--- src/rtl/cmet_pkg.sv ---
// types, constants and helpers for the cubic multibrot escape-time block
package cmet_pkg;

   localparam int VAL_W               = 48;
   localparam int FRAC_BITS           = 36;
   localparam int HALF_W              = VAL_W / 2;
   localparam int ACC_W               = 2 * VAL_W;
   localparam int COORD_W             = 32;
   localparam int GRAY_W              = 8;
   localparam int OUT_ITER_W          = 16;
   localparam int LIMIT_W             = 28;
   localparam int LIMIT_SHIFT         = 20;
   localparam int ITER_WIDTH_DEF      = 16;
   localparam int COORD_FRAC_BITS_DEF = 26;
   localparam int CSR_ADDR_W          = 3;
   localparam int CSR_DATA_W          = 32;

   localparam logic [LIMIT_W-1:0]    ESCAPE_LIMIT_RST = 28'd6553600;
   localparam logic [OUT_ITER_W-1:0] MAX_ITER_RST     = 16'd100;

   localparam logic signed [63:0] SAT_HI = 64'sh0000_7FFF_FFFF_FFFF;
   localparam logic signed [63:0] SAT_LO = 64'shFFFF_8000_0000_0000;

   typedef enum logic [0:0] {
      REG_ESCAPE_LIMIT = 1'b0,
      REG_MAX_ITER     = 1'b1
   } cmet_reg_type;

   typedef enum logic [3:0] {
      ST_IDLE,
      ST_COEF,
      ST_XA_GO,
      ST_XA_WAIT,
      ST_YB_GO,
      ST_YB_WAIT,
      ST_XX_GO,
      ST_XX_WAIT,
      ST_YY_GO,
      ST_YY_WAIT,
      ST_TEST,
      ST_DIV,
      ST_EMIT
   } cmet_state_type;

   typedef struct packed {
      logic                    ovf;
      logic signed [VAL_W-1:0] val;
   } cmet_sat_type;

   typedef struct packed {
      logic                    start;
      logic signed [VAL_W-1:0] a;
      logic signed [VAL_W-1:0] b;
   } cmet_mul_req_type;

   typedef struct packed {
      logic                    done;
      logic                    ovf;
      logic signed [VAL_W-1:0] prod;
   } cmet_mul_rsp_type;

   // clamp a wide signed value into the Q12.36 range
   function automatic cmet_sat_type sat48(input logic signed [63:0] v);
      cmet_sat_type r;
      if (v > SAT_HI) begin
         r.ovf = 1'b1;
         r.val = SAT_HI[VAL_W-1:0];
      end else if (v < SAT_LO) begin
         r.ovf = 1'b1;
         r.val = SAT_LO[VAL_W-1:0];
      end else begin
         r.ovf = 1'b0;
         r.val = v[VAL_W-1:0];
      end
      return r;
   endfunction

endpackage

--- src/rtl/cmet_if.sv ---
// request and response channel interfaces
interface cmet_req_if;
   logic               valid;
   logic               ready;
   logic signed [31:0] c_re;
   logic signed [31:0] c_im;

   modport source (output valid, c_re, c_im, input ready);
   modport sink   (input valid, c_re, c_im, output ready);
endinterface

interface cmet_rsp_if;
   logic        valid;
   logic        ready;
   logic [7:0]  gray;
   logic        escaped;
   logic [15:0] iterations;

   modport source (output valid, gray, escaped, iterations, input ready);
   modport sink   (input valid, gray, escaped, iterations, output ready);
endinterface

--- src/rtl/cmet_fmul.sv ---
// iterative Q12.36 multiplier: four 24x24 partial products, truncate toward zero, saturate
module cmet_fmul
   import cmet_pkg::*;
(
   input  logic             clock,
   input  logic             reset,
   input  cmet_mul_req_type mreq,
   output cmet_mul_rsp_type mrsp
);

   localparam logic [2:0] LAST_PH  = 3'd5;
   localparam logic [2:0] ISSUE_PH = 3'd4;
   localparam logic [59:0] MAG_LIM = {12'b0, 1'b1, 47'b0};

   logic                    busy_ff, busy_in;
   logic                    done_ff, done_in;
   logic                    prod_vld_ff, prod_vld_in;
   logic [2:0]              ph_ff, ph_in;
   logic [VAL_W-1:0]        ma_ff, ma_in;
   logic [VAL_W-1:0]        mb_ff, mb_in;
   logic                    neg_ff, neg_in;
   logic [ACC_W-1:0]        acc_ff, acc_in;
   logic [VAL_W-1:0]        prod_ff, prod_in;
   logic [1:0]              prod_sh_ff, prod_sh_in;
   logic signed [VAL_W-1:0] res_ff, res_in;
   logic                    ovf_ff, ovf_in;

   logic [HALF_W-1:0] half_a;
   logic [HALF_W-1:0] half_b;
   logic [ACC_W-1:0]  prod_aligned;
   logic [59:0]       mag;

   assign half_a = ph_ff[0] ? ma_ff[VAL_W-1:HALF_W] : ma_ff[HALF_W-1:0];
   assign half_b = ph_ff[1] ? mb_ff[VAL_W-1:HALF_W] : mb_ff[HALF_W-1:0];
   assign mag    = acc_ff[ACC_W-1:FRAC_BITS];

   always_comb begin
      case (prod_sh_ff) inside
         2'd0:       prod_aligned = {{HALF_W{1'b0}}, {HALF_W{1'b0}}, prod_ff};
         2'd1, 2'd2: prod_aligned = {{HALF_W{1'b0}}, prod_ff, {HALF_W{1'b0}}};
         default:    prod_aligned = {prod_ff, {HALF_W{1'b0}}, {HALF_W{1'b0}}};
      endcase
   end

   always_comb begin
      busy_in     = busy_ff;
      done_in     = 1'b0;
      prod_vld_in = 1'b0;
      ph_in       = ph_ff;
      ma_in       = ma_ff;
      mb_in       = mb_ff;
      neg_in      = neg_ff;
      acc_in      = acc_ff;
      prod_in     = prod_ff;
      prod_sh_in  = prod_sh_ff;
      res_in      = res_ff;
      ovf_in      = ovf_ff;

      if (prod_vld_ff) begin
         acc_in = acc_ff + prod_aligned;
      end

      if (mreq.start) begin
         ma_in   = mreq.a[VAL_W-1] ? VAL_W'(-mreq.a) : VAL_W'(mreq.a);
         mb_in   = mreq.b[VAL_W-1] ? VAL_W'(-mreq.b) : VAL_W'(mreq.b);
         neg_in  = mreq.a[VAL_W-1] ^ mreq.b[VAL_W-1];
         acc_in  = '0;
         ph_in   = '0;
         busy_in = 1'b1;
      end else if (busy_ff) begin
         if (ph_ff < ISSUE_PH) begin
            prod_in     = VAL_W'(half_a * half_b);
            prod_sh_in  = ph_ff[1:0];
            prod_vld_in = 1'b1;
         end
         if (ph_ff == LAST_PH) begin
            done_in = 1'b1;
            busy_in = 1'b0;
            if (neg_ff) begin
               ovf_in = (mag > MAG_LIM);
               res_in = (mag > MAG_LIM) ? SAT_LO[VAL_W-1:0] : (~mag[VAL_W-1:0] + 1'b1);
            end else begin
               ovf_in = (mag > MAG_LIM - 60'd1);
               res_in = (mag > MAG_LIM - 60'd1) ? SAT_HI[VAL_W-1:0] : mag[VAL_W-1:0];
            end
         end
         ph_in = ph_ff + 3'd1;
      end
   end

   always_ff @(posedge clock) begin
      if (reset) begin
         busy_ff     <= 1'b0;
         done_ff     <= 1'b0;
         prod_vld_ff <= 1'b0;
      end else begin
         busy_ff     <= busy_in;
         done_ff     <= done_in;
         prod_vld_ff <= prod_vld_in;
      end
   end

   always_ff @(posedge clock) begin
      ph_ff      <= ph_in;
      ma_ff      <= ma_in;
      mb_ff      <= mb_in;
      neg_ff     <= neg_in;
      acc_ff     <= acc_in;
      prod_ff    <= prod_in;
      prod_sh_ff <= prod_sh_in;
      res_ff     <= res_in;
      ovf_ff     <= ovf_in;
   end

   assign mrsp.done = done_ff;
   assign mrsp.ovf  = ovf_ff;
   assign mrsp.prod = res_ff;

endmodule

--- src/rtl/cubic_multibrot_escape_time.sv ---
// escape-time evaluator for the cubic multibrot set, z <= z^3 + c
//
// req_ch carries one point c (c_re, c_im, signed, COORD_FRAC_BITS fraction bits).
// rsp_ch returns one word per point: gray, escaped, iterations.
// Both channels use valid/ready; a word moves when both are high.
// csr_* is an APB-style port: escape_limit at byte 0, max_iter at byte 4.
// Registers should only be written while no point is in flight.
//
// One point is worked at a time; req_ch.ready is low from acceptance until
// the result has been placed in the output register.
// Each iteration runs four Q12.36 products through one shared 24x24
// multiplier (four partial products per product). A point that escapes
// also goes through a bit-serial restoring division for its gray level
// before the result is placed in the output register.
// A result waiting on a stalled receiver does not block acceptance of the
// next point; the finished result of that point waits in the sequencer.
// Synchronous reset returns the registers to escape_limit 100.0, max_iter 100
// and empties the output register.
module cubic_multibrot_escape_time
   import cmet_pkg::*;
#(
   parameter int ITER_WIDTH      = ITER_WIDTH_DEF,
   parameter int COORD_FRAC_BITS = COORD_FRAC_BITS_DEF
) (
   input  logic                  clock,
   input  logic                  reset,
   cmet_req_if.sink              req_ch,
   cmet_rsp_if.source            rsp_ch,
   input  logic                  csr_psel,
   input  logic                  csr_penable,
   input  logic                  csr_pwrite,
   input  logic [CSR_ADDR_W-1:0] csr_paddr,
   input  logic [CSR_DATA_W-1:0] csr_pwdata,
   output logic [CSR_DATA_W-1:0] csr_prdata,
   output logic                  csr_pready
);

   localparam int SH_L  = (COORD_FRAC_BITS <= FRAC_BITS) ? FRAC_BITS - COORD_FRAC_BITS : 0;
   localparam int SH_R  = (COORD_FRAC_BITS > FRAC_BITS) ? COORD_FRAC_BITS - FRAC_BITS : 0;
   localparam int NUM_W = ITER_WIDTH + GRAY_W;
   localparam int DCNT_W = $clog2(GRAY_W);
   localparam logic [DCNT_W-1:0] DIV_LAST = DCNT_W'(GRAY_W - 1);

   // control state
   cmet_state_type          state_ff, state_in;
   logic                    rsp_valid_ff, rsp_valid_in;
   logic [LIMIT_W-1:0]      escape_limit_ff, escape_limit_in;
   logic [OUT_ITER_W-1:0]   max_iter_ff, max_iter_in;

   // datapath
   logic signed [VAL_W-1:0] cr_ff, cr_in;
   logic signed [VAL_W-1:0] ci_ff, ci_in;
   logic                    cov_ff, cov_in;
   logic signed [VAL_W-1:0] x_ff, x_in;
   logic signed [VAL_W-1:0] y_ff, y_in;
   logic signed [VAL_W-1:0] x2_ff, x2_in;
   logic signed [VAL_W-1:0] y2_ff, y2_in;
   logic signed [VAL_W-1:0] a_ff, a_in;
   logic signed [VAL_W-1:0] b_ff, b_in;
   logic                    ov_ff, ov_in;
   logic                    esc_ff, esc_in;
   logic [ITER_WIDTH-1:0]   iter_ff, iter_in;
   logic [ITER_WIDTH-1:0]   lim_ff, lim_in;
   logic [NUM_W-1:0]        num_ff, num_in;
   logic [NUM_W-1:0]        dsh_ff, dsh_in;
   logic [GRAY_W-1:0]       q_ff, q_in;
   logic [DCNT_W-1:0]       dcnt_ff, dcnt_in;
   logic [GRAY_W-1:0]       rsp_gray_ff, rsp_gray_in;
   logic                    rsp_esc_ff, rsp_esc_in;
   logic [OUT_ITER_W-1:0]   rsp_iter_ff, rsp_iter_in;

   cmet_mul_req_type        mreq;
   cmet_mul_rsp_type        mrsp;

   logic                    accept;
   logic                    rsp_free;
   logic                    req_ready_c;
   logic                    csr_wr;
   cmet_reg_type            csr_reg;
   logic signed [63:0]      cr_wide;
   logic signed [63:0]      ci_wide;
   cmet_sat_type            cr_conv;
   cmet_sat_type            ci_conv;
   logic signed [63:0]      x2_wide;
   logic signed [63:0]      y2_wide;
   cmet_sat_type            sat_a;
   cmet_sat_type            sat_b;
   cmet_sat_type            sat_sum;
   logic [31:0]             max_wide;
   logic [ITER_WIDTH-1:0]   lim_raw;
   logic [ITER_WIDTH-1:0]   iter_next;
   logic [31:0]             iter_wide;
   logic [VAL_W:0]          mag2;
   logic [VAL_W:0]          thr;
   logic                    escape_now;

   cmet_fmul u_fmul (
      .clock (clock),
      .reset (reset),
      .mreq  (mreq),
      .mrsp  (mrsp)
   );

   assign accept   = req_ch.valid && req_ch.ready;
   assign rsp_free = !rsp_valid_ff || rsp_ch.ready;

   // configuration port
   assign csr_pready = 1'b1;
   assign csr_wr     = csr_psel && csr_penable && csr_pwrite;
   assign csr_reg    = cmet_reg_type'(csr_paddr[2]);

   always_comb begin
      escape_limit_in = escape_limit_ff;
      max_iter_in     = max_iter_ff;
      if (csr_wr) begin
         unique case (csr_reg)
            REG_ESCAPE_LIMIT: escape_limit_in = csr_pwdata[LIMIT_W-1:0];
            REG_MAX_ITER:     max_iter_in     = csr_pwdata[OUT_ITER_W-1:0];
            default: ;
         endcase
      end
   end

   always_comb begin
      unique case (csr_reg)
         REG_ESCAPE_LIMIT: csr_prdata = CSR_DATA_W'(escape_limit_ff);
         REG_MAX_ITER:     csr_prdata = CSR_DATA_W'(max_iter_ff);
         default:          csr_prdata = '0;
      endcase
   end

   // coordinate scaling to Q12.36, floor on a right shift
   assign cr_wide = (64'(req_ch.c_re) <<< SH_L) >>> SH_R;
   assign ci_wide = (64'(req_ch.c_im) <<< SH_L) >>> SH_R;
   assign cr_conv = sat48(cr_wide);
   assign ci_conv = sat48(ci_wide);

   // iteration limit masked to the counter width, zero counts as one
   assign max_wide = 32'(max_iter_ff);
   assign lim_raw  = max_wide[ITER_WIDTH-1:0];

   assign x2_wide = 64'(x2_ff);
   assign y2_wide = 64'(y2_ff);
   assign sat_a   = sat48(x2_wide - (y2_wide + (y2_wide <<< 1)));
   assign sat_b   = sat48((x2_wide + (x2_wide <<< 1)) - y2_wide);
   assign sat_sum = sat48(64'(mrsp.prod) + ((state_ff == ST_YB_WAIT) ? 64'(ci_ff) : 64'(cr_ff)));

   assign iter_next  = iter_ff + 1'b1;
   assign iter_wide  = 32'(iter_ff);
   assign mag2       = {1'b0, x2_ff} + {1'b0, y2_ff};
   assign thr        = {1'b0, escape_limit_ff, {LIMIT_SHIFT{1'b0}}};
   assign escape_now = ov_ff || (mag2 >= thr);

   // next state
   always_comb begin
      state_in = state_ff;
      unique case (state_ff)
         ST_IDLE:    if (accept) state_in = ST_COEF;
         ST_COEF:    state_in = ST_XA_GO;
         ST_XA_GO:   state_in = ST_XA_WAIT;
         ST_XA_WAIT: if (mrsp.done) state_in = ST_YB_GO;
         ST_YB_GO:   state_in = ST_YB_WAIT;
         ST_YB_WAIT: if (mrsp.done) state_in = ST_XX_GO;
         ST_XX_GO:   state_in = ST_XX_WAIT;
         ST_XX_WAIT: if (mrsp.done) state_in = ST_YY_GO;
         ST_YY_GO:   state_in = ST_YY_WAIT;
         ST_YY_WAIT: if (mrsp.done) state_in = ST_TEST;
         ST_TEST: begin
            if (escape_now) state_in = ST_DIV;
            else if (iter_next == lim_ff) state_in = ST_EMIT;
            else state_in = ST_COEF;
         end
         ST_DIV:     if (dcnt_ff == DIV_LAST) state_in = ST_EMIT;
         ST_EMIT:    if (rsp_free) state_in = ST_IDLE;
         default:    state_in = ST_IDLE;
      endcase
   end

   // sequencer outputs
   always_comb begin
      req_ready_c = 1'b0;
      mreq.start  = 1'b0;
      mreq.a      = x_ff;
      mreq.b      = a_ff;
      unique case (state_ff)
         ST_IDLE:  req_ready_c = !reset;
         ST_XA_GO: begin
            mreq.start = 1'b1;
         end
         ST_YB_GO: begin
            mreq.start = 1'b1;
            mreq.a     = y_ff;
            mreq.b     = b_ff;
         end
         ST_XX_GO: begin
            mreq.start = 1'b1;
            mreq.b     = x_ff;
         end
         ST_YY_GO: begin
            mreq.start = 1'b1;
            mreq.a     = y_ff;
            mreq.b     = y_ff;
         end
         default: ;
      endcase
   end

   assign req_ch.ready = req_ready_c;

   // datapath updates
   always_comb begin
      cr_in    = cr_ff;
      ci_in    = ci_ff;
      cov_in   = cov_ff;
      x_in     = x_ff;
      y_in     = y_ff;
      x2_in    = x2_ff;
      y2_in    = y2_ff;
      a_in     = a_ff;
      b_in     = b_ff;
      ov_in    = ov_ff;
      esc_in   = esc_ff;
      iter_in  = iter_ff;
      lim_in   = lim_ff;
      num_in   = num_ff;
      dsh_in   = dsh_ff;
      q_in     = q_ff;
      dcnt_in  = dcnt_ff;
      rsp_gray_in  = rsp_gray_ff;
      rsp_esc_in   = rsp_esc_ff;
      rsp_iter_in  = rsp_iter_ff;
      rsp_valid_in = rsp_valid_ff && !rsp_ch.ready;

      unique case (state_ff)
         ST_IDLE: begin
            if (accept) begin
               cr_in   = cr_conv.val;
               ci_in   = ci_conv.val;
               cov_in  = cr_conv.ovf || ci_conv.ovf;
               x_in    = '0;
               y_in    = '0;
               x2_in   = '0;
               y2_in   = '0;
               iter_in = '0;
               lim_in  = (lim_raw == '0) ? ITER_WIDTH'(1) : lim_raw;
            end
         end
         ST_COEF: begin
            a_in  = sat_a.val;
            b_in  = sat_b.val;
            ov_in = cov_ff || sat_a.ovf || sat_b.ovf;
         end
         ST_XA_WAIT: begin
            if (mrsp.done) begin
               x_in  = sat_sum.val;
               ov_in = ov_ff || mrsp.ovf || sat_sum.ovf;
            end
         end
         ST_YB_WAIT: begin
            if (mrsp.done) begin
               y_in  = sat_sum.val;
               ov_in = ov_ff || mrsp.ovf || sat_sum.ovf;
            end
         end
         ST_XX_WAIT: begin
            if (mrsp.done) begin
               x2_in = mrsp.prod;
               ov_in = ov_ff || mrsp.ovf;
            end
         end
         ST_YY_WAIT: begin
            if (mrsp.done) begin
               y2_in = mrsp.prod;
               ov_in = ov_ff || mrsp.ovf;
            end
         end
         ST_TEST: begin
            iter_in = iter_next;
            esc_in  = escape_now;
            // numerator is iterations*255, divisor pre-shifted for the top quotient bit
            num_in  = {iter_next, {GRAY_W{1'b0}}} - NUM_W'(iter_next);
            dsh_in  = NUM_W'({lim_ff, {(GRAY_W-1){1'b0}}});
            q_in    = '0;
            dcnt_in = '0;
         end
         ST_DIV: begin
            if (num_ff >= dsh_ff) begin
               num_in = num_ff - dsh_ff;
               q_in   = {q_ff[GRAY_W-2:0], 1'b1};
            end else begin
               q_in   = {q_ff[GRAY_W-2:0], 1'b0};
            end
            dsh_in  = dsh_ff >> 1;
            dcnt_in = dcnt_ff + 1'b1;
         end
         ST_EMIT: begin
            if (rsp_free) begin
               rsp_valid_in = 1'b1;
               rsp_gray_in  = esc_ff ? q_ff : '0;
               rsp_esc_in   = esc_ff;
               rsp_iter_in  = iter_wide[OUT_ITER_W-1:0];
            end
         end
         default: ;
      endcase
   end

   always_ff @(posedge clock) begin
      if (reset) begin
         state_ff        <= ST_IDLE;
         rsp_valid_ff    <= 1'b0;
         escape_limit_ff <= ESCAPE_LIMIT_RST;
         max_iter_ff     <= MAX_ITER_RST;
      end else begin
         state_ff        <= state_in;
         rsp_valid_ff    <= rsp_valid_in;
         escape_limit_ff <= escape_limit_in;
         max_iter_ff     <= max_iter_in;
      end
   end

   always_ff @(posedge clock) begin
      cr_ff       <= cr_in;
      ci_ff       <= ci_in;
      cov_ff      <= cov_in;
      x_ff        <= x_in;
      y_ff        <= y_in;
      x2_ff       <= x2_in;
      y2_ff       <= y2_in;
      a_ff        <= a_in;
      b_ff        <= b_in;
      ov_ff       <= ov_in;
      esc_ff      <= esc_in;
      iter_ff     <= iter_in;
      lim_ff      <= lim_in;
      num_ff      <= num_in;
      dsh_ff      <= dsh_in;
      q_ff        <= q_in;
      dcnt_ff     <= dcnt_in;
      rsp_gray_ff <= rsp_gray_in;
      rsp_esc_ff  <= rsp_esc_in;
      rsp_iter_ff <= rsp_iter_in;
   end

   assign rsp_ch.valid      = rsp_valid_ff;
   assign rsp_ch.gray       = rsp_gray_ff;
   assign rsp_ch.escaped    = rsp_esc_ff;
   assign rsp_ch.iterations = rsp_iter_ff;

endmodule

--- src/flat_wrapper.sv ---
// flat-port wrapper written by rule: the top's interface ports become plain ports
module cubic_multibrot_escape_time_flat import cmet_pkg::*;
#(
   parameter int ITER_WIDTH      = ITER_WIDTH_DEF,
   parameter int COORD_FRAC_BITS = COORD_FRAC_BITS_DEF
)
  (clock, reset, csr_psel, csr_penable, csr_pwrite, csr_paddr, csr_pwdata, csr_prdata, csr_pready, req_ch_valid, req_ch_c_re, req_ch_c_im, req_ch_ready, rsp_ch_valid, rsp_ch_gray, rsp_ch_escaped, rsp_ch_iterations, rsp_ch_ready);
  cmet_req_if req_ch_i ();
  cmet_rsp_if rsp_ch_i ();
  input  logic clock;
  input  logic reset;
  input  logic csr_psel;
  input  logic csr_penable;
  input  logic csr_pwrite;
  input  logic [CSR_ADDR_W-1:0] csr_paddr;
  input  logic [CSR_DATA_W-1:0] csr_pwdata;
  output logic [CSR_DATA_W-1:0] csr_prdata;
  output logic csr_pready;
  input wire logic [$bits(req_ch_i.valid)-1:0] req_ch_valid;
  input wire logic [$bits(req_ch_i.c_re)-1:0] req_ch_c_re;
  input wire logic [$bits(req_ch_i.c_im)-1:0] req_ch_c_im;
  output wire logic [$bits(req_ch_i.ready)-1:0] req_ch_ready;
  output wire logic [$bits(rsp_ch_i.valid)-1:0] rsp_ch_valid;
  output wire logic [$bits(rsp_ch_i.gray)-1:0] rsp_ch_gray;
  output wire logic [$bits(rsp_ch_i.escaped)-1:0] rsp_ch_escaped;
  output wire logic [$bits(rsp_ch_i.iterations)-1:0] rsp_ch_iterations;
  input wire logic [$bits(rsp_ch_i.ready)-1:0] rsp_ch_ready;
  assign req_ch_i.valid = req_ch_valid;
  assign req_ch_i.c_re = req_ch_c_re;
  assign req_ch_i.c_im = req_ch_c_im;
  assign req_ch_ready = req_ch_i.ready;
  assign rsp_ch_valid = rsp_ch_i.valid;
  assign rsp_ch_gray = rsp_ch_i.gray;
  assign rsp_ch_escaped = rsp_ch_i.escaped;
  assign rsp_ch_iterations = rsp_ch_i.iterations;
  assign rsp_ch_i.ready = rsp_ch_ready;
  cubic_multibrot_escape_time #(.ITER_WIDTH(ITER_WIDTH), .COORD_FRAC_BITS(COORD_FRAC_BITS)) u_core (.clock(clock), .reset(reset), .req_ch(req_ch_i), .rsp_ch(rsp_ch_i), .csr_psel(csr_psel), .csr_penable(csr_penable), .csr_pwrite(csr_pwrite), .csr_paddr(csr_paddr), .csr_pwdata(csr_pwdata), .csr_prdata(csr_prdata), .csr_pready(csr_pready));
endmodule
--- config.mk ---
export PLATFORM = sky130hd
export DESIGN_NAME = cubic_multibrot_escape_time_flat
export DESIGN_NICKNAME = d
export VERILOG_FILES = /design/src/rtl/cmet_pkg.sv /design/src/rtl/cmet_if.sv /design/src/rtl/cmet_fmul.sv /design/src/rtl/cubic_multibrot_escape_time.sv /design/src/flat_wrapper.sv
export SDC_FILE = /design/constraint.sdc
export NUM_CORES = 2
export LEC_CHECK = 0
export BUFFER_PORTS_ARGS = -buffer_cell sky130_fd_sc_hd__buf_2
export CORE_MARGIN = 3
export CORE_UTILIZATION = 35
export DETAILED_ROUTE_END_ITERATION = 7
export PLACE_DENSITY_LB_ADDON = 0.25
export SLEW_MARGIN = 20
export SYNTH_ARGS = -nofsm -noshare
export SYNTH_HDL_FRONTEND = slang
export SYNTH_HIERARCHICAL = 1
export SYNTH_SLANG_ARGS = --single-unit
export TNS_END_PERCENT = 10
--- constraint.sdc ---
create_clock -name clock -period 21.9 [get_ports clock]
set_input_delay 2.19 -clock clock [delete_from_list [all_inputs] [get_ports clock]]
set_output_delay 2.19 -clock clock [all_outputs]
set_load 0.02 [all_outputs]
=== Word-level counts from Yosys, hierarchy flattened ===
Cells that the tools add are included.

* Bits in registers: 850
* Bits of input ports: 106
* Output and inout port bits: 60
* Logic and storage cells: 206

* Add/sub/neg operators: 15
* Multiply operators: 1
* $lt $le $gt $ge: 15
* Equal/unequal tests: 27
* Multiplexer cells: 61
* Bitwise gates (word level): 5
* Reduce and logical (&&, ||, !) cells: 44

{| class="wikitable"
|+ Operators by type and width
! operator !! number
|-
| 49-bit 2-to-1 mux || 10
|-
| 48-bit case mux with 2 select lines || 4
|-
| 48-bit 2-to-1 mux || 7
|-
| 64-bit by 48-bit greater-than comparator with 1-bit output, second input constant || 3
|-
| 64-bit by 48-bit < comparator with 1-bit output, second input constant || 3
|-
| 96-bit 2-to-1 mux || 2
|-
| 48-bit case mux with 3 select lines || 1
|-
| 48-bit by 49-bit adder with 50-bit output || 2
|-
| 96-bit adder || 1
|-
| 42-bit by 48-bit greater-than comparator with 1-bit output, second input constant || 2
|-
| 42-bit by 48-bit < comparator with 1-bit output, second input constant || 2
|-
| 48-bit negator || 2
|-
| 24-bit case mux with 2 select lines || 2
|-
| 47-bit 2-to-1 mux || 2
|-
| 24-bit 2-to-1 mux || 3
|-
| 48-bit by 64-bit adder with 64-bit output || 1
|-
| 64-bit 2-to-1 mux || 1
|-
| 32-bit case mux with 2 select lines || 1
|-
| 60-bit by 47-bit greater-than comparator with 1-bit output, second input constant || 1
|-
| 60-bit by 48-bit greater-than comparator with 1-bit output, second input constant || 1
|-
| 4-bit case mux with 13 select lines || 1
|-
| 48-bit by 50-bit subtractor with 51-bit output || 1
|-
| 50-bit by 48-bit subtractor with 51-bit output || 1
|-
| 48-bit by 48-bit adder with 49-bit output || 1
|-
| other kinds (43) || 113
|}

=== Logic depth before layout (Yosys ltp) ===
* Depth after elaboration: 9
* Depth in mapped cells: 32
* Gate-level depth less buffers: 28

=== Hierarchy ===
Netlist, hierarchy kept.

{| class="wikitable"
|+ Modules (own cells, without submodules)
! module !! times used !! cells each !! area each (sq um) !! sequential area each (sq um)
|-
| cmet_fmul || 1 || 4345 || 38659.6 || 7927.6
|-
| cubic_multibrot_escape_time || 1 || 4014 || 37404.6 || 15064.4
|}

=== Least setup slack after synthesis ===
Ideal clock, no wire load.

* Path type: register -> register
* Start point: reg u_core.state_ff[2]
* End point: reg u_core.u_fmul.prod_ff[0] (enable)
* Library setup time: 0.473 ns
* Data arrival time: 8.529 ns
* Data required time: 21.427 ns
* Setup slack: 12.898 ns
* Stages on the path, launching flop included: 7
* Path buffers: 2
* Period minus slack after synthesis: 9.002 ns
* Path through: dfxtp_1 clkbuf_1 nor3_1 nor3_1 clkbuf_1 nand2b_1 nor2_1

{| class="wikitable"
|+ RTL lines
! item !! line !! source
|-
| start: declaration || cubic_multibrot_escape_time.sv:45 || <nowiki>cmet_state_type state_ff, state_in;</nowiki>
|-
| start signal: assignment || cubic_multibrot_escape_time.sv:315 || <nowiki>state_ff <= state_in;</nowiki>
|-
| end signal: assignment || cmet_fmul.sv:109 || <nowiki>prod_ff <= prod_in;</nowiki>
|-
| end: declaration || cmet_fmul.sv:23 || <nowiki>logic [VAL_W-1:0] prod_ff, prod_in;</nowiki>
|}

=== Final worst setup path ===
* Start point: reg u_core.u_fmul.ph_ff[0]
* End point: reg u_core.u_fmul.prod_ff[44] (data pin)

* Longest elaborated chain between the ends: 2

{| class="wikitable"
|+ Ends and longest elaborated chain
! item !! line !! source
|-
| start: declaration || cmet_fmul.sv:18 || <nowiki>logic [2:0] ph_ff, ph_in;</nowiki>
|-
| start signal: assignment || cmet_fmul.sv:104 || <nowiki>ph_ff <= ph_in;</nowiki>
|-
| 24-bit 2-to-1 mux || cmet_fmul.sv:33 || <nowiki>assign half_a = ph_ff[0] ? ma_ff[VAL_W-1:HALF_W] : ma_ff[HALF_W-1:0];</nowiki>
|-
| 24-bit by 24-bit multiplier with 48-bit output || cmet_fmul.sv:72 || <nowiki>prod_in = VAL_W'(half_a * half_b);</nowiki>
|}

Every way passes these cells.
A chain may end at the register's enable or synchronous reset.

==> results.md <==
Route:
- In the final routed layout, each cell accounts on average for 23.0 um.
- The detail route stage leaves a number of antenna-violating nets equal to 0.
- The violation count after the first detailed-route iteration is 6006.
- After detailed routing, the number of remaining DRC violations is 0.
- The total routed wirelength is 258 mm.
- The per-cell via count in the routed design is 5.51.
- The first detailed-routing pass took 6 iterations.
- The total via count in the routed design is 61.8k.

Worst setup path:
- The highest cell delay on the worst timing path is 980 ps.
- The largest driver fanout on the critical path is 48.
- The required arrival time at the worst endpoint is 22380 ps.
- The most used cell along the critical path is sky130_fd_sc_hd__fa_1.
- The kind of cell with the highest combined delay along the critical path is adder cells.
- STA classifies the critical path endpoint as a register.
- The critical-path cell with the highest stage delay is sky130_fd_sc_hd__mux2i_2.
- The worst endpoint data arrival time is 10190 ps.
- The worst setup path is launched from a register.
- Counting both buffers and inverters, the worst setup path holds a total of 5.
- The worst setup path is of the register to register kind.

CTS:
- CTS built an H-tree with a depth of 3.
- The clock reaches the later pin of the worst-skew pair after 770 ps.
- Clock-pin slew was measured on the worst setup and hold paths at 60 ps.
- The buffer depth of the longest clock path is 3.
- TritonCTS created 98 clock buffers.
- The hold buffer count at cts is 0.
- Once the clock tree was built, the setup fixing pass inserted 0 buffers.
- The buffer type at the clock tree root is sky130_fd_sc_hd__clkbuf_16.
- The CTS sink count is 816.
- The number of resized instances in the post-cts repair step is 0.
- TritonCTS built the clock tree.

Synth:
- Of all flip-flops after synthesis, the portion carrying an async set or reset was 0%.
- The number of flip-flops and latches in the synthesized netlist is 816.
- For this run, the leading register cell type out of synthesis is sky130_fd_sc_hd__edfxtp_1.
- The Yosys warning count is 6.
- Synthesis produced 8359 cells.
- For this run, the register share of the synthesized area comes to 30.2%.
- The number of distinct standard cells referenced by the synthesized netlist is 99.
- The number of enable flip-flop cells after synthesis is 665.
- In this run the mean area of a mapped cell was 9.10 um^2.
- The cell area after synthesis is 76100 um^2.

Global route:
- Across every metal layer, demand over resource in global routing totals 22.7%.
- The global routing met1 resource utilization is 32.6%.
- The initial antenna violation count is 9.
- met2 is the most crowded layer.
- In the global route stage, met3 resource usage came out at 3.08%.
- The largest net degree at the start of global routing is 75.
- The first-pass GRT wire length is 388 mm.
- The total overflow left after global routing is 0.
- The met2 global-route usage is 36.0%.
- The number of global-route vias before repair is 60.8k.

Finish:
- In the layout the commonest cells are 981 x sky130_fd_sc_hd__nand2_1, 897 x sky130_fd_sc_hd__inv_1, 714 x sky130_fd_sc_hd__nor2_1.
- In the final design database the tool counted 9501 nets.
- The number of fill cells is 21.7k.
- The most common cell after layout, fill and taps aside is sky130_fd_sc_hd__nand2_1.
- The layout cell share with drive strength beyond 1 is 7.47%.
- The synthesis-to-finish area growth is 9.39%.
- Leaving out filler cells and counting taps, the final layout contains 11.2k.

Placed design:
- The number of placed instances, taps included, is 11.0k.
- The worst setup slack after placement is 12130 ps.
- The number of port buffers is 154.
- The HPWL after detailed placement is 204 mm.
- Routability-driven placement finished with a final weighted congestion of 0.959.

Die:
- In this run the vertical extent of the chip is 472 um.
- Measured along the x axis, the die boundary spans 472 um.
- Once the floorplan was initialized, standard cells occupied 35.3% of the core.
- The die area is 223000 um^2.
- The initialized floorplan defines 170 standard-cell rows.
- In this run the count of I/O pins placed on the die edge is 166.
- The standard cell core area is 215000 um^2.

STA:
- The final hold violation count is 0.
- The total negative slack for setup checks is 0 ps.
- Setup repair after global routing left no endpoint under its margin.
- The final cycle utilization of the critical path is 44.3%.
- The worst clock skew on the final layout is 76.7 ps.
- The maximum clock rate is 0.103 GHz.
- The slew of the pin with the lowest slew margin is 1090 ps.
- The post-route minimum period is 9710 ps.
- The worst hold-check slack is 455 ps.
- The final worst slack is 12190 ps.
- Headroom to the max-slew limit came out at 25.9%.
- The final setup violation count is 0.
- The number of slew-limit violations in the final report is 0.

Run:
- The tool flagged a number of max-cap violations equal to 0.

Hold path:
- The class of the tightest hold or removal check is register to register.

Status:
- The flow ran to the end, and the final reports show no timing, DRC or antenna violations.
==> through the flow <==
stage | area [um^2] | util [%]
after floorplan | 76100 | -
final | 83200 | 38.7
after detailed placement | 79700 | 37.0
after CTS | 83200 | 38.6
after global placement | 79700 | 37.0
after global routing | 83200 | 38.7
==> sequential cells by signal, indices dropped and copies added (netlist names), 23 cells and up <==
signal                  flops
u_core/y_ff                48
u_core/b_ff                48
u_core/y2_ff               48
u_core/x2_ff               48
u_core/a_ff                48
u_core/u_fmul/prod_ff      48
u_core/u_fmul/acc_ff       96
u_core/x_ff                48
u_core/escape_limit_ff     28
u_core/u_fmul/mb_ff        48
u_core/cr_ff               32
u_core/u_fmul/res_ff       48
u_core/num_ff              24
u_core/ci_ff               32
u_core/dsh_ff              23
u_core/u_fmul/ma_ff        48
==> metal layers <==
metal	part of all wire, %	vias to the layer above
li1	-	28600
met1	46	30700
met2	45	2125
met3	6.5	316
met4	2.8	6
met5	0.018	-
==> cell type report <==
| class | count | area (um^2) | share of cell area [%] |
|---|---|---|---|
| Sequential cell | 816 | 23000 | 27.6 |
| Multi-Input combinational cell | 6217 | 48300 | 58.0 |
| Antenna cell | 2 | 5.00 | 0.00601 |
| Inverter | 900 | 3380 | 4.06 |
| Clock inverter | 73 | 950 | 1.14 |
| Timing Repair Buffer | 256 | 1540 | 1.86 |
| Tap cell | 2838 | 3550 | 4.27 |
| Clock buffer | 113 | 2530 | 3.04 |
==> synth_stat cells, types with 12 or more instances <==
master	count	area [um^2]
sky130_fd_sc_hd__o21ai_0	452	2260
sky130_fd_sc_hd__or3_1	47	294
sky130_fd_sc_hd__o21ai_1	36	180
sky130_fd_sc_hd__o2111ai_1	12	105
sky130_fd_sc_hd__a21boi_0	21	158
sky130_fd_sc_hd__nor2_1	723	2710
sky130_fd_sc_hd__edfxtp_1	665	20000
sky130_fd_sc_hd__a21oi_1	577	2890
sky130_fd_sc_hd__clkbuf_1	391	1470
sky130_fd_sc_hd__nand4_1	119	744
sky130_fd_sc_hd__ha_1	526	6580
sky130_fd_sc_hd__and4_1	18	158
sky130_fd_sc_hd__o41ai_1	22	193
sky130_fd_sc_hd__dfxtp_1	151	3020
sky130_fd_sc_hd__mux2_2	97	1090
sky130_fd_sc_hd__nand2b_1	47	294
sky130_fd_sc_hd__buf_1	16	60.1
sky130_fd_sc_hd__mux2i_1	138	1380
sky130_fd_sc_hd__xnor2_1	294	2570
sky130_fd_sc_hd__xor2_1	160	1400
sky130_fd_sc_hd__a211oi_1	30	225
sky130_fd_sc_hd__a31oi_1	47	294
sky130_fd_sc_hd__nor4_1	29	181
sky130_fd_sc_hd__o311ai_1	28	245
sky130_fd_sc_hd__nor3_1	104	521
sky130_fd_sc_hd__a221o_1	14	140
sky130_fd_sc_hd__nand3_1	108	541
sky130_fd_sc_hd__a22o_1	28	245
sky130_fd_sc_hd__o211ai_1	40	300
sky130_fd_sc_hd__or4_1	23	173
sky130_fd_sc_hd__or2_2	18	113
sky130_fd_sc_hd__fa_1	580	11600
sky130_fd_sc_hd__and2_1	93	582
sky130_fd_sc_hd__nor2b_1	37	231
sky130_fd_sc_hd__a22oi_1	55	413
sky130_fd_sc_hd__a21o_1	231	1730
sky130_fd_sc_hd__and3_1	131	820
sky130_fd_sc_hd__nand2_1	988	3710
sky130_fd_sc_hd__inv_1	898	3370
sky130_fd_sc_hd__o31ai_1	48	360
sky130_fd_sc_hd__o21bai_1	67	503
sky130_fd_sc_hd__o21a_1	56	420
==> path summary, 6_finish.rpt <==
path | from | end | slack [ps] | cells after the start
max | u_core/u_fmul/ph_ff[0] | u_core/u_fmul/prod_ff[44] | 12190 | 26
min | u_core/escape_limit_ff[25] | u_core/escape_limit_ff[25] | 460 | 2
max reg2reg | u_core/u_fmul/ph_ff[0] | u_core/u_fmul/prod_ff[44] | 12190 | 26
min reg2reg | u_core/escape_limit_ff[25] | u_core/escape_limit_ff[25] | 460 | 2
==> logic make-up after synthesis <==
| kind of cell | after synthesis | synth area share, % |
|---|---|---|
| compound gates | 1883 | 15.6 |
| buf+inv | 1330 | 6.66 |
| simple gates | 2532 | 15.1 |
| xor+xnor | 454 | 5.23 |
| mux | 236 | 3.27 |
| fa+ha+maj | 1106 | 23.9 |
| flops | 816 | 30.2 |
| other cells | 2 | 0.00987 |
==> tightest hold or removal path, cell delays in order, from the launching register on <==
cell                      delay [ps]
sky130_fd_sc_hd__dfxtp_1         310
sky130_fd_sc_hd__nand2_1          50
sky130_fd_sc_hd__a21oi_1          50
Power is not shown: default switching activity piles up to over one toggle a cycle in this logic, so the estimate is an artifact.
